==> src/sv/tmd_pkg.sv <==
package tmd_pkg;

	localparam int SKIP_BYTES_DEF  = 8;
	localparam int QUEUE_DEPTH_DEF = 4;

	localparam int CFG_WIDTH = 32;
	localparam int IDX_WIDTH = 2;

	localparam logic [15:0] FIXED_A_RST = 16'd15;
	localparam logic [15:0] FIXED_B_RST = 16'd140;
	localparam logic [15:0] FIXED_C_RST = 16'd20;
	localparam logic [31:0] MAX_LEN_RST = 32'd65535;

	localparam logic [31:0] ID_CLIENT   = 32'd0;
	localparam logic [31:0] ID_VAR_A    = 32'd2;
	localparam logic [31:0] ID_VAR_B    = 32'd4;
	localparam logic [31:0] ID_FIXED_A  = 32'd5;
	localparam logic [31:0] ID_FIXED_B  = 32'd6;
	localparam logic [31:0] ID_FIXED_C  = 32'd7;
	localparam logic [31:0] ID_TAGGED_LO = 32'd10;
	localparam logic [31:0] ID_TAGGED_HI = 32'd2048;
	localparam logic [31:0] TAGGED_LEN  = 32'd8;

	typedef enum logic [IDX_WIDTH-1:0] {
		REG_FIXED_A,
		REG_FIXED_B,
		REG_FIXED_C,
		REG_MAX_LEN
	} reg_idx_t;

	typedef enum logic [1:0] {
		KIND_PAYLOAD,
		KIND_EMPTY,
		KIND_SUBSCRIBED,
		KIND_ERROR
	} kind_t;

	typedef struct packed {
		kind_t       kind;
		logic [10:0] message_id;
		logic [7:0]  payload_byte;
		logic        last_byte;
		logic [1:0]  client_kind;
	} res_t;

endpackage

==> src/sv/tmd_byte_if.sv <==
interface tmd_byte_if;
	logic       valid;
	logic       ready;
	logic [7:0] data_byte;
	logic       new_connection;

	modport source (output valid, output data_byte, output new_connection, input ready);
	modport sink (input valid, input data_byte, input new_connection, output ready);
endinterface

==> src/sv/tmd_result_if.sv <==
interface tmd_result_if;
	logic        valid;
	logic        ready;
	logic [1:0]  kind;
	logic [10:0] message_id;
	logic [7:0]  payload_byte;
	logic        last_byte;
	logic [1:0]  client_kind;

	modport source (output valid, output kind, output message_id, output payload_byte,
		output last_byte, output client_kind, input ready);
	modport sink (input valid, input kind, input message_id, input payload_byte,
		input last_byte, input client_kind, output ready);
endinterface

==> src/sv/tmd_front.sv <==
module tmd_front #(
	parameter int SKIP_BYTES = tmd_pkg::SKIP_BYTES_DEF
) (
	input  logic                           clk,
	input  logic                           arst_n,
	input  logic                           wr_en,
	input  logic [tmd_pkg::IDX_WIDTH-1:0]  wr_index,
	input  logic [tmd_pkg::CFG_WIDTH-1:0]  wr_data,
	tmd_byte_if.sink                       bytes,
	input  logic                           q_full,
	output logic                           push,
	output tmd_pkg::res_t                  push_data
);

	typedef enum logic [2:0] {
		PH_ID,
		PH_SKIP,
		PH_SIZE,
		PH_DATA,
		PH_CLIENT,
		PH_CLOSED
	} phase_t;

	localparam logic [3:0] SKIP_CNT = 4'(SKIP_BYTES);

	logic [15:0] fixed_a_q, fixed_b_q, fixed_c_q;
	logic [31:0] max_len_q;

	phase_t      phase_q, ph, phase_d;
	logic [3:0]  cnt_q, cnt, cnt_d;
	logic [31:0] id_q, idw, id_d;
	logic [31:0] rem_q, rem, rem_d, rem_dec;
	logic [7:0]  cli_q, cli, cli_d;
	logic [31:0] shifted;
	logic [15:0] fixed_len;
	logic        res_v;
	tmd_pkg::res_t res;
	logic        accept;

	assign bytes.ready = !q_full;
	assign accept      = bytes.valid && bytes.ready;
	assign push        = accept && res_v;
	assign push_data   = res;

	always_ff @(posedge clk or negedge arst_n) begin
		if (!arst_n) begin
			fixed_a_q <= tmd_pkg::FIXED_A_RST;
			fixed_b_q <= tmd_pkg::FIXED_B_RST;
			fixed_c_q <= tmd_pkg::FIXED_C_RST;
			max_len_q <= tmd_pkg::MAX_LEN_RST;
		end else if (wr_en) begin
			case (tmd_pkg::reg_idx_t'(wr_index))
				tmd_pkg::REG_FIXED_A: fixed_a_q <= wr_data[15:0];
				tmd_pkg::REG_FIXED_B: fixed_b_q <= wr_data[15:0];
				tmd_pkg::REG_FIXED_C: fixed_c_q <= wr_data[15:0];
				tmd_pkg::REG_MAX_LEN: max_len_q <= wr_data;
				default: ;
			endcase
		end
	end

	always_comb begin
		ph  = bytes.new_connection ? PH_ID : phase_q;
		cnt = bytes.new_connection ? 4'd0 : cnt_q;
		idw = bytes.new_connection ? 32'd0 : id_q;
		rem = bytes.new_connection ? 32'd0 : rem_q;
		cli = bytes.new_connection ? 8'd0 : cli_q;

		phase_d = ph;
		cnt_d   = cnt;
		id_d    = idw;
		rem_d   = rem;
		cli_d   = cli;
		res_v   = 1'b0;
		res     = '0;
		shifted = 32'(bytes.data_byte) << {cnt[1:0], 3'b000};
		rem_dec = (rem != 32'd0) ? rem - 32'd1 : 32'd0;
		fixed_len = fixed_a_q;

		case (ph)
			PH_ID: begin
				id_d  = ((cnt == 4'd0) ? 32'd0 : idw) | shifted;
				cnt_d = cnt + 4'd1;
				if (cnt_d >= 4'd4) begin
					cnt_d = 4'd0;
					if (id_d >= tmd_pkg::ID_TAGGED_LO && id_d < tmd_pkg::ID_TAGGED_HI) begin
						rem_d   = tmd_pkg::TAGGED_LEN;
						phase_d = (SKIP_BYTES == 0) ? PH_DATA : PH_SKIP;
					end else if (id_d == tmd_pkg::ID_FIXED_A || id_d == tmd_pkg::ID_FIXED_B
							|| id_d == tmd_pkg::ID_FIXED_C) begin
						if (id_d == tmd_pkg::ID_FIXED_B) fixed_len = fixed_b_q;
						else if (id_d == tmd_pkg::ID_FIXED_C) fixed_len = fixed_c_q;
						if (fixed_len == 16'd0) begin
							phase_d        = PH_ID;
							res_v          = 1'b1;
							res.kind       = tmd_pkg::KIND_EMPTY;
							res.message_id = id_d[10:0];
							res.last_byte  = 1'b1;
						end else begin
							rem_d   = 32'(fixed_len);
							phase_d = PH_DATA;
						end
					end else if (id_d == tmd_pkg::ID_CLIENT) begin
						phase_d = PH_CLIENT;
					end else if (id_d == tmd_pkg::ID_VAR_A || id_d == tmd_pkg::ID_VAR_B) begin
						phase_d = PH_SIZE;
						rem_d   = 32'd0;
					end else begin
						phase_d        = PH_CLOSED;
						res_v          = 1'b1;
						res.kind       = tmd_pkg::KIND_ERROR;
						res.message_id = id_d[10:0];
					end
				end
			end
			PH_SKIP: begin
				cnt_d = cnt + 4'd1;
				if (cnt_d >= SKIP_CNT) begin
					cnt_d   = 4'd0;
					phase_d = PH_DATA;
				end
			end
			PH_SIZE: begin
				rem_d = ((cnt == 4'd0) ? 32'd0 : rem) | shifted;
				cnt_d = cnt + 4'd1;
				if (cnt_d >= 4'd4) begin
					cnt_d = 4'd0;
					if (rem_d > max_len_q) begin
						phase_d        = PH_CLOSED;
						res_v          = 1'b1;
						res.kind       = tmd_pkg::KIND_ERROR;
						res.message_id = idw[10:0];
					end else if (rem_d == 32'd0) begin
						phase_d        = PH_ID;
						res_v          = 1'b1;
						res.kind       = tmd_pkg::KIND_EMPTY;
						res.message_id = idw[10:0];
						res.last_byte  = 1'b1;
					end else begin
						phase_d = PH_DATA;
					end
				end
			end
			PH_DATA: begin
				rem_d            = rem_dec;
				res_v            = 1'b1;
				res.kind         = tmd_pkg::KIND_PAYLOAD;
				res.message_id   = idw[10:0];
				res.payload_byte = bytes.data_byte;
				if (rem_dec == 32'd0) begin
					phase_d       = PH_ID;
					cnt_d         = 4'd0;
					res.last_byte = 1'b1;
				end
			end
			PH_CLIENT: begin
				if (cnt == 4'd0) begin
					cli_d = bytes.data_byte;
					cnt_d = 4'd1;
				end else begin
					cnt_d   = 4'd0;
					phase_d = PH_ID;
					if (bytes.data_byte != 8'd0) begin
						res_v = 1'b1;
						if (cli >= 8'd1 && cli <= 8'd3) begin
							res.kind        = tmd_pkg::KIND_SUBSCRIBED;
							res.client_kind = 2'(cli - 8'd1);
						end else begin
							phase_d  = PH_CLOSED;
							res.kind = tmd_pkg::KIND_ERROR;
						end
					end
				end
			end
			default: ;
		endcase
	end

	always_ff @(posedge clk or negedge arst_n) begin
		if (!arst_n) begin
			phase_q <= PH_ID;
			cnt_q   <= 4'd0;
			id_q    <= 32'd0;
			rem_q   <= 32'd0;
			cli_q   <= 8'd0;
		end else if (accept) begin
			phase_q <= phase_d;
			cnt_q   <= cnt_d;
			id_q    <= id_d;
			rem_q   <= rem_d;
			cli_q   <= cli_d;
		end
	end

`ifndef SYNTH
	a_closed_silent: assert property (@(posedge clk) disable iff (!arst_n)
		(accept && phase_q == PH_CLOSED && !bytes.new_connection) |-> !push)
		else $error("closed parser produced a result");
	a_push_on_accept: assert property (@(posedge clk) disable iff (!arst_n)
		push |-> accept)
		else $error("result pushed without an accepted item");
	a_id_count: assert property (@(posedge clk) disable iff (!arst_n)
		(phase_q == PH_ID || phase_q == PH_SIZE) |-> cnt_q < 4'd4)
		else $error("byte counter out of range in a word phase");
`endif

endmodule

==> src/sv/tmd_queue.sv <==
module tmd_queue #(
	parameter int DEPTH = tmd_pkg::QUEUE_DEPTH_DEF
) (
	input  logic          clk,
	input  logic          arst_n,
	input  logic          push,
	input  tmd_pkg::res_t push_data,
	output logic          full,
	output logic          not_empty,
	input  logic          pop,
	output tmd_pkg::res_t pop_data
);

	localparam int PW = (DEPTH > 1) ? $clog2(DEPTH) : 1;
	localparam int CW = $clog2(DEPTH + 1);
	localparam logic [PW-1:0] LAST_PTR = PW'(DEPTH - 1);

	tmd_pkg::res_t mem_q [DEPTH];
	logic [PW-1:0] wr_ptr_q, rd_ptr_q;
	logic [CW-1:0] count_q;

	assign full      = (count_q == CW'(DEPTH));
	assign not_empty = (count_q != '0);
	assign pop_data  = mem_q[rd_ptr_q];

	always_ff @(posedge clk) begin
		if (push) begin
			mem_q[wr_ptr_q] <= push_data;
		end
	end

	always_ff @(posedge clk or negedge arst_n) begin
		if (!arst_n) begin
			wr_ptr_q <= '0;
			rd_ptr_q <= '0;
			count_q  <= '0;
		end else begin
			if (push) begin
				wr_ptr_q <= (wr_ptr_q == LAST_PTR) ? '0 : wr_ptr_q + PW'(1);
			end
			if (pop) begin
				rd_ptr_q <= (rd_ptr_q == LAST_PTR) ? '0 : rd_ptr_q + PW'(1);
			end
			if (push && !pop) begin
				count_q <= count_q + CW'(1);
			end else if (pop && !push) begin
				count_q <= count_q - CW'(1);
			end
		end
	end

`ifndef SYNTH
	a_no_overflow: assert property (@(posedge clk) disable iff (!arst_n)
		push |-> (!full || pop))
		else $error("push into full queue");
	a_no_underflow: assert property (@(posedge clk) disable iff (!arst_n)
		pop |-> not_empty)
		else $error("pop from empty queue");
	a_count_bound: assert property (@(posedge clk) disable iff (!arst_n)
		count_q <= CW'(DEPTH))
		else $error("queue count above depth");
`endif

endmodule

==> src/sv/tmd_back.sv <==
module tmd_back (
	input  logic          clk,
	input  logic          arst_n,
	input  logic          q_not_empty,
	input  tmd_pkg::res_t q_data,
	output logic          pop,
	tmd_result_if.source  results
);

	logic          out_valid_q;
	tmd_pkg::res_t out_q;

	assign pop = q_not_empty && (!out_valid_q || results.ready);

	always_ff @(posedge clk or negedge arst_n) begin
		if (!arst_n) begin
			out_valid_q <= 1'b0;
		end else if (pop) begin
			out_valid_q <= 1'b1;
		end else if (results.ready) begin
			out_valid_q <= 1'b0;
		end
	end

	always_ff @(posedge clk) begin
		if (pop) begin
			out_q <= q_data;
		end
	end

	assign results.valid        = out_valid_q;
	assign results.kind         = out_q.kind;
	assign results.message_id   = out_q.message_id;
	assign results.payload_byte = out_q.payload_byte;
	assign results.last_byte    = out_q.last_byte;
	assign results.client_kind  = out_q.client_kind;

endmodule

==> src/sv/tagged_message_deframer_core.sv <==
// A result is written into the result queue at the edge that accepts its byte and is
// then loaded into the output register. Bytes are taken one per cycle while the queue
// is not full; the queue and output register decouple parsing from the output stall.
// Reset (arst_n low, asynchronous): parser returns to id collection, queue empties,
// output goes invalid, and the four length registers take their default values.
module tagged_message_deframer_core #(
	parameter int SKIP_BYTES  = tmd_pkg::SKIP_BYTES_DEF,
	parameter int QUEUE_DEPTH = tmd_pkg::QUEUE_DEPTH_DEF
) (
	input  logic                          clk,
	input  logic                          arst_n,
	input  logic                          wr_en,
	input  logic [tmd_pkg::IDX_WIDTH-1:0] wr_index,
	input  logic [tmd_pkg::CFG_WIDTH-1:0] wr_data,
	tmd_byte_if.sink                      bytes,
	tmd_result_if.source                  results
);

	logic          q_full;
	logic          q_not_empty;
	logic          push;
	logic          pop;
	tmd_pkg::res_t push_data;
	tmd_pkg::res_t pop_data;

	tmd_front #(
		.SKIP_BYTES(SKIP_BYTES)
	) u_front (
		.clk       (clk),
		.arst_n    (arst_n),
		.wr_en     (wr_en),
		.wr_index  (wr_index),
		.wr_data   (wr_data),
		.bytes     (bytes),
		.q_full    (q_full),
		.push      (push),
		.push_data (push_data)
	);

	tmd_queue #(
		.DEPTH(QUEUE_DEPTH)
	) u_queue (
		.clk       (clk),
		.arst_n    (arst_n),
		.push      (push),
		.push_data (push_data),
		.full      (q_full),
		.not_empty (q_not_empty),
		.pop       (pop),
		.pop_data  (pop_data)
	);

	tmd_back u_back (
		.clk         (clk),
		.arst_n      (arst_n),
		.q_not_empty (q_not_empty),
		.q_data      (pop_data),
		.pop         (pop),
		.results     (results)
	);

endmodule
==> src/flat_wrapper.sv <==
// flat-port wrapper written by rule: the top's interface ports become plain ports
module tagged_message_deframer_core_flat 
#(
	parameter int SKIP_BYTES  = tmd_pkg::SKIP_BYTES_DEF,
	parameter int QUEUE_DEPTH = tmd_pkg::QUEUE_DEPTH_DEF
)
  (clk, arst_n, wr_en, wr_index, wr_data, bytes_valid, bytes_data_byte, bytes_new_connection, bytes_ready, results_valid, results_kind, results_message_id, results_payload_byte, results_last_byte, results_client_kind, results_ready);
  tmd_byte_if bytes_i ();
  tmd_result_if results_i ();
  input  logic clk;
  input  logic arst_n;
  input  logic wr_en;
  input  logic [tmd_pkg::IDX_WIDTH-1:0] wr_index;
  input  logic [tmd_pkg::CFG_WIDTH-1:0] wr_data;
  input wire logic [$bits(bytes_i.valid)-1:0] bytes_valid;
  input wire logic [$bits(bytes_i.data_byte)-1:0] bytes_data_byte;
  input wire logic [$bits(bytes_i.new_connection)-1:0] bytes_new_connection;
  output wire logic [$bits(bytes_i.ready)-1:0] bytes_ready;
  output wire logic [$bits(results_i.valid)-1:0] results_valid;
  output wire logic [$bits(results_i.kind)-1:0] results_kind;
  output wire logic [$bits(results_i.message_id)-1:0] results_message_id;
  output wire logic [$bits(results_i.payload_byte)-1:0] results_payload_byte;
  output wire logic [$bits(results_i.last_byte)-1:0] results_last_byte;
  output wire logic [$bits(results_i.client_kind)-1:0] results_client_kind;
  input wire logic [$bits(results_i.ready)-1:0] results_ready;
  assign bytes_i.valid = bytes_valid;
  assign bytes_i.data_byte = bytes_data_byte;
  assign bytes_i.new_connection = bytes_new_connection;
  assign bytes_ready = bytes_i.ready;
  assign results_valid = results_i.valid;
  assign results_kind = results_i.kind;
  assign results_message_id = results_i.message_id;
  assign results_payload_byte = results_i.payload_byte;
  assign results_last_byte = results_i.last_byte;
  assign results_client_kind = results_i.client_kind;
  assign results_i.ready = results_ready;
  tagged_message_deframer_core #(.SKIP_BYTES(SKIP_BYTES), .QUEUE_DEPTH(QUEUE_DEPTH)) u_core (.clk(clk), .arst_n(arst_n), .wr_en(wr_en), .wr_index(wr_index), .wr_data(wr_data), .bytes(bytes_i), .results(results_i));
endmodule
==> config.mk <==
export PLATFORM = sky130hd
export DESIGN_NAME = tagged_message_deframer_core_flat
export DESIGN_NICKNAME = d
export VERILOG_FILES = /design/src/sv/tmd_pkg.sv /design/src/sv/tmd_byte_if.sv /design/src/sv/tmd_result_if.sv /design/src/sv/tmd_front.sv /design/src/sv/tmd_queue.sv /design/src/sv/tmd_back.sv /design/src/sv/tagged_message_deframer_core.sv /design/src/flat_wrapper.sv
export SDC_FILE = /design/constraint.sdc
export NUM_CORES = 1
export LEC_CHECK = 0
export ABC_AREA = 1
export ABC_CLOCK_PERIOD_IN_PS = 10100
export CAP_MARGIN = 20
export CELL_PAD_IN_SITES_DETAIL_PLACEMENT = 1
export CELL_PAD_IN_SITES_GLOBAL_PLACEMENT = 1
export CORE_MARGIN = 4
export CORE_UTILIZATION = 52
export DETAILED_ROUTE_END_ITERATION = 7
export DONT_BUFFER_PORTS = 1
export HOLD_SLACK_MARGIN = 0.06
export MAX_ROUTING_LAYER = met4
export PLACE_DENSITY_LB_ADDON = 0.1
export RECOVER_POWER = 25
export SETUP_SLACK_MARGIN = 0.3
export SLEW_MARGIN = 10
export SYNTH_ARGS = -nofsm -noshare
export SYNTH_HDL_FRONTEND = slang
export SYNTH_HIERARCHICAL = 1
export SYNTH_SLANG_ARGS = --single-unit
==> constraint.sdc <==
create_clock -name clk -period 10.1 [get_ports clk]
set_input_delay 0.505 -clock clk [delete_from_list [all_inputs] [get_ports clk]]
set_output_delay 0.505 -clock clk [all_outputs]
set_load 0.02 [all_outputs]
==> metrics.md <==
| Metric | Value |
|---|---|
| Kind of start point of the critical path | flip-flop |
| Worst reg2reg path depth | 24 |
| Worst-skew pair later-pin latency | 0.60 ns |
| Cell area after synthesis | 0.0170 sq mm |
| Area of the multi-input gates | 0.00747 sq mm |
| Flip-flop and latch count after synthesis | 287 |
| Antenna violations before repair | 2 |
| Final clock period utilization by the worst path | 0.689 |
| ANT nets after route | 0 |
| TritonCTS Sinks | 287 |
| Min Hold Slack | 0.0764 ns |
| Crit Reg-Reg Endpoint | u_core/u_queue/mem_q[0][1]$_DFFE_PP_ |
| Element type at the critical path end | flip-flop |
| Count of fill cells added during filler insertion | 3927 |
| Detailed-router iteration count before antenna repair | 6 |
| CP Data Arrival Time | 7.15 ns |
| Layout Cells excl Fill | 2600 |
| Setup Total Neg Slack | 0 ns |
| Unique masters post-synth | 54 |
| First-pass GRT wire length | 85.8 mm |
| Kind of critical path | reg -> reg |
| Reg2Reg Setup Slack | 3.14 ns |
| Min-Delay Startpoint | wr_data[23] |
| Placeable core region | 0.0319 sq mm |
| Type of the tightest min-delay check | in -> reg |
| Reg-to-reg critical path startpoint | u_core/u_front/cnt_q[1]$_DFFE_PN0P_ |
| Worst ir drop on vdd | 157 uV |
| Highest clock rate | 0.144 GHz |
| Number of H-tree levels | 1 |
| Total die area | 0.0356 sq mm |
| Routed len/inst | 20.6 um |
| Total placed cells including tap cells | 2524 |
| Dominant cell type by count on the critical path | nand2_1 |
| Worst setup margin | 3.14 ns |
| Most frequently used flop master after synthesis | dfrtp_1 |
| Die span in y | 189 um |
| Worst setup skew after layout | 0.0249 ns |
| Iter 0 DRT Violations | 1147 |
| Count of endpoints failing hold in the final timing report | 0 |
| Req. time, crit path | 10.30 ns |
| Power per standard cell area | 277 mW/mm^2 |
| Shortest period the worst path allows | 6.96 ns |
| Post-cts repair resize count | 0 |
| Synth Area per Inst | 7.76 sq um |
| Total nets after synthesis | 2278 |
| Seq/Total Area, Yosys | 0.460 |
| Yosys warns | 6 |
| Worst path bufs/invs | 3 |
| Leakage power figure | 8.83 nW |
| Fin nets | 2230 |
| Crit-path leading delay family | simple AND/OR/NAND/NOR gates |
| Worst-case headroom to the max-slew limit | -0.231 |
| Number of violations of the max-capacitance limit | 1 |
| Slowest library cell on the worst path | inv_1 |
| Area growth from synthesis to final layout | 8.25% |
| Synthesized netlist cell count | 2186 |
| Pre-CTS WS | 3.02 ns |
| Final weighted congestion of routability-driven global placement | 0.913 |
| Number of DRC violations after detailed routing | 0 |
| Worst hold endpoint | u_core/u_front/max_len_q[23]$_DFFE_PN0P_ |
| Pin count of the biggest net entering global routing | 168 |
| Total routed wirelength | 53.6 mm |
| Maximum buffer depth of the clock tree | 3 |
| Final-report max-slew violation count | 51 |
| Horizontal die dimension | 189 um |
| Count of standard-cell rows | 65 |
| GRT Overall Usage | 0.306 |
| Detailed Place HPWL | 36.7 mm |
| Number of buffers inserted by port buffering | 0 |
| Via count of the first global-routing pass | 15.8k |
| Number of buffers inserted during clock tree synthesis | 31 |
| CTS root buffer | clkbuf_16 |
| Starting density of the core | 0.532 |
| Delay of the slowest critical-path stage | 0.82 ns |
| Buffers inserted by post-CTS timing repair | 0 |
| Total congestion overflow | 0 |
| Overall via count from detail_route | 15.3k |
| Total I/O pin count | 74 |
| Async set-reset flop share out of synthesis | 0.582 |
| Hold Crit Depth | 2 |
| Setup-violating endpoint count in the final report | 0 |
| Post-DR vias/cell | 5.87 |
| Register cell area after layout | 0.00781 sq mm |
| Ratio of cells with drive above 1 in the final layout | 0.0661 |
| RSZ-0062 raised after global routing | no |
| Failing checks | max-capacitance violations, max-slew violations |
| Clock tree from TritonCTS | built |
| Clock transition at the registers of the reported paths | 0.06 ns |
| Cell-by-cell trace of the critical path | nand2_2 > ha_1 > nand3_4 > a21oi_1 > nand2_1 > nor2_1 > nand2_1 > nor2_4 > nand3_4 > inv_2 > nand2_1 > nand2_1 > nand2_1 > inv_1 > nand2_1 > nor2_1 > nand2_1 > nor2_1 > nor2_1 > nor2_1 > nor2_1 > a31oi_1 > nand2_1 > inv_1 |
| Worst-path fanout max | 51 |
| Number of enable flip-flop cells after synthesis | 120 |
| Status | complete, but fails checks |
| Slew at the pin with the worst max-slew slack | 1.85 ns |
-- registers in the layout, summed over array words and instances (netlist names), 2 cells and up --
signal	cells
u_core/u_back/results.message_id	11
u_core/u_back/results.payload_byte	8
u_core/u_front/cli_q	8
u_core/u_front/rem_q	32
u_core/u_queue/count_q	3
u_core/u_front/cnt_q	4
u_core/u_back/results.kind	2
u_core/u_front/fixed_b_q	16
u_core/u_queue/rd_ptr_q	2
u_core/u_queue/mem_q	96
u_core/u_queue/wr_ptr_q	2
u_core/u_front/max_len_q	32
u_core/u_front/fixed_a_q	16
u_core/u_front/id_q	32
u_core/u_back/results.client_kind	2
u_core/u_front/phase_q	3
u_core/u_front/fixed_c_q	16
-- worst max-delay path by stage --
stage                                                    from                                    end  slack, ns  depth (start not counted)
final                     u_core/u_front/cnt_q[1]$_DFFE_PN0P_   u_core/u_queue/mem_q[0][1]$_DFFE_PP_       3.14                         24
after detailed placement                 bytes_new_connection   u_core/u_queue/mem_q[2][3]$_DFFE_PP_       3.02                         25
after CTS                 u_core/u_front/cnt_q[1]$_DFFE_PN0P_   u_core/u_queue/mem_q[2][6]$_DFFE_PP_       3.12                         24
after floorplan                          bytes_new_connection  u_core/u_queue/count_q[2]$_DFFE_PN0P_       5.14                         31
after global placement                   bytes_new_connection   u_core/u_queue/mem_q[1][3]$_DFFE_PP_       3.37                         25
after global routing      u_core/u_front/cnt_q[1]$_DFFE_PN0P_  u_core/u_queue/mem_q[0][19]$_DFFE_PP_       2.63                         24
-- power by group --
group	total, W	switching [W]	internal (W)
logic	0.00214	0.00151	0.000629
clock network	0.00115	0.000496	0.000655
registers	0.00179	0.000223	0.00157
total	0.00509	0.00223	0.00285
-- layer usage --
| metal | part of all wire | routed length (um) | vias to the layer above | GRT usage |
|---|---|---|---|---|
| met5 | 0 | 0 | - | - |
| met1 | 0.42 | 22700 | 7520 | 0.388 |
| li1 | - | - | 7117 | - |
| met4 | 0.037 | 1980 | 0 | 0.104 |
| met3 | 0.056 | 3000 | 134 | 0.0433 |
| met2 | 0.48 | 26000 | 497 | 0.508 |
-- Yosys cell counts, types with 3 or more instances --
master / n / area, sq um
nor2_1: 191 / 717
o31ai_1: 3 / 22.5
o221ai_1: 8 / 70.1
o2111ai_1: 3 / 26.3
clkinv_1: 3 / 11.3
a21oi_1: 151 / 756
buf_1: 4 / 15.0
nor2_2: 4 / 25.0
o21ai_0: 153 / 766
ha_1: 43 / 538
o22ai_1: 19 / 119
inv_2: 5 / 18.8
o211ai_1: 59 / 443
xor2_1: 8 / 70.1
a221oi_1: 6 / 52.6
buf_4: 3 / 22.5
dfrtp_1: 142 / 3550
buf_2: 24 / 120
nor4_1: 11 / 68.8
a221o_1: 6 / 60.1
edfxtp_1: 120 / 3600
a211oi_1: 6 / 45.0
buf_6: 11 / 124
nand3_1: 107 / 536
o211ai_2: 23 / 288
clkbuf_1: 64 / 240
nand2_1: 580 / 2180
nand4_1: 23 / 144
nor3_1: 21 / 105
dfstp_2: 25 / 657
inv_1: 308 / 1160
a31oi_1: 3 / 18.8
nand2_2: 8 / 50.1
or2_1: 4 / 25.0
o32ai_1: 8 / 70.1
o21ai_1: 7 / 35.0
-- timing repair --
action | in CTS | in global routing
endpoints found under the hold margin | 174 | 0
hold buffers | 9 | 0
setup endpoints to repair | 0 | 0
-- placed cells by master, fill, tap and decap left out, types with 43 or more instances in the layout --
| cell | count |
|---|---|
| nand2_1 | 579 |
| inv_1 | 307 |
| nor2_1 | 189 |
| o21ai_0 | 153 |
| a21oi_1 | 151 |
| dfrtp_1 | 142 |
| edfxtp_1 | 120 |
| nand3_1 | 107 |
| o211ai_1 | 59 |
| ha_1 | 43 |
-- logic make-up after synthesis --
family                     synth area share
AOI/OAI and AO/OA                     0.167
buffers and inverters                 0.102
adders and majority gates            0.0329
xor gates and xnor gates            0.00464
DFF                                   0.460
and+or+nand+nor                       0.234
-- per-stage QoR --
step,instance area [sq um],utilization,total power (W)
2_1_floorplan,17000,-,0.00331
6_report,18400,0.576,0.00509
4_1_cts,18300,0.573,0.00506
3_5_place_dp,17100,0.537,0.00387
5_1_grt,18400,0.576,0.00545
3_3_place_gp,17100,0.536,0.00375
-- cell type report --
cell class | count | share of cell area
tap | 435 | 0.0296
clock inverter | 17 | 0.00899
clock buffer | 41 | 0.0470
sequential | 287 | 0.425
timing repair buffer | 25 | 0.0168
multi-input combinational | 1475 | 0.407
inverter | 318 | 0.0654
antenna | 2 | 0.000272
No activity file was read; power rests on OpenSTA's default activity.
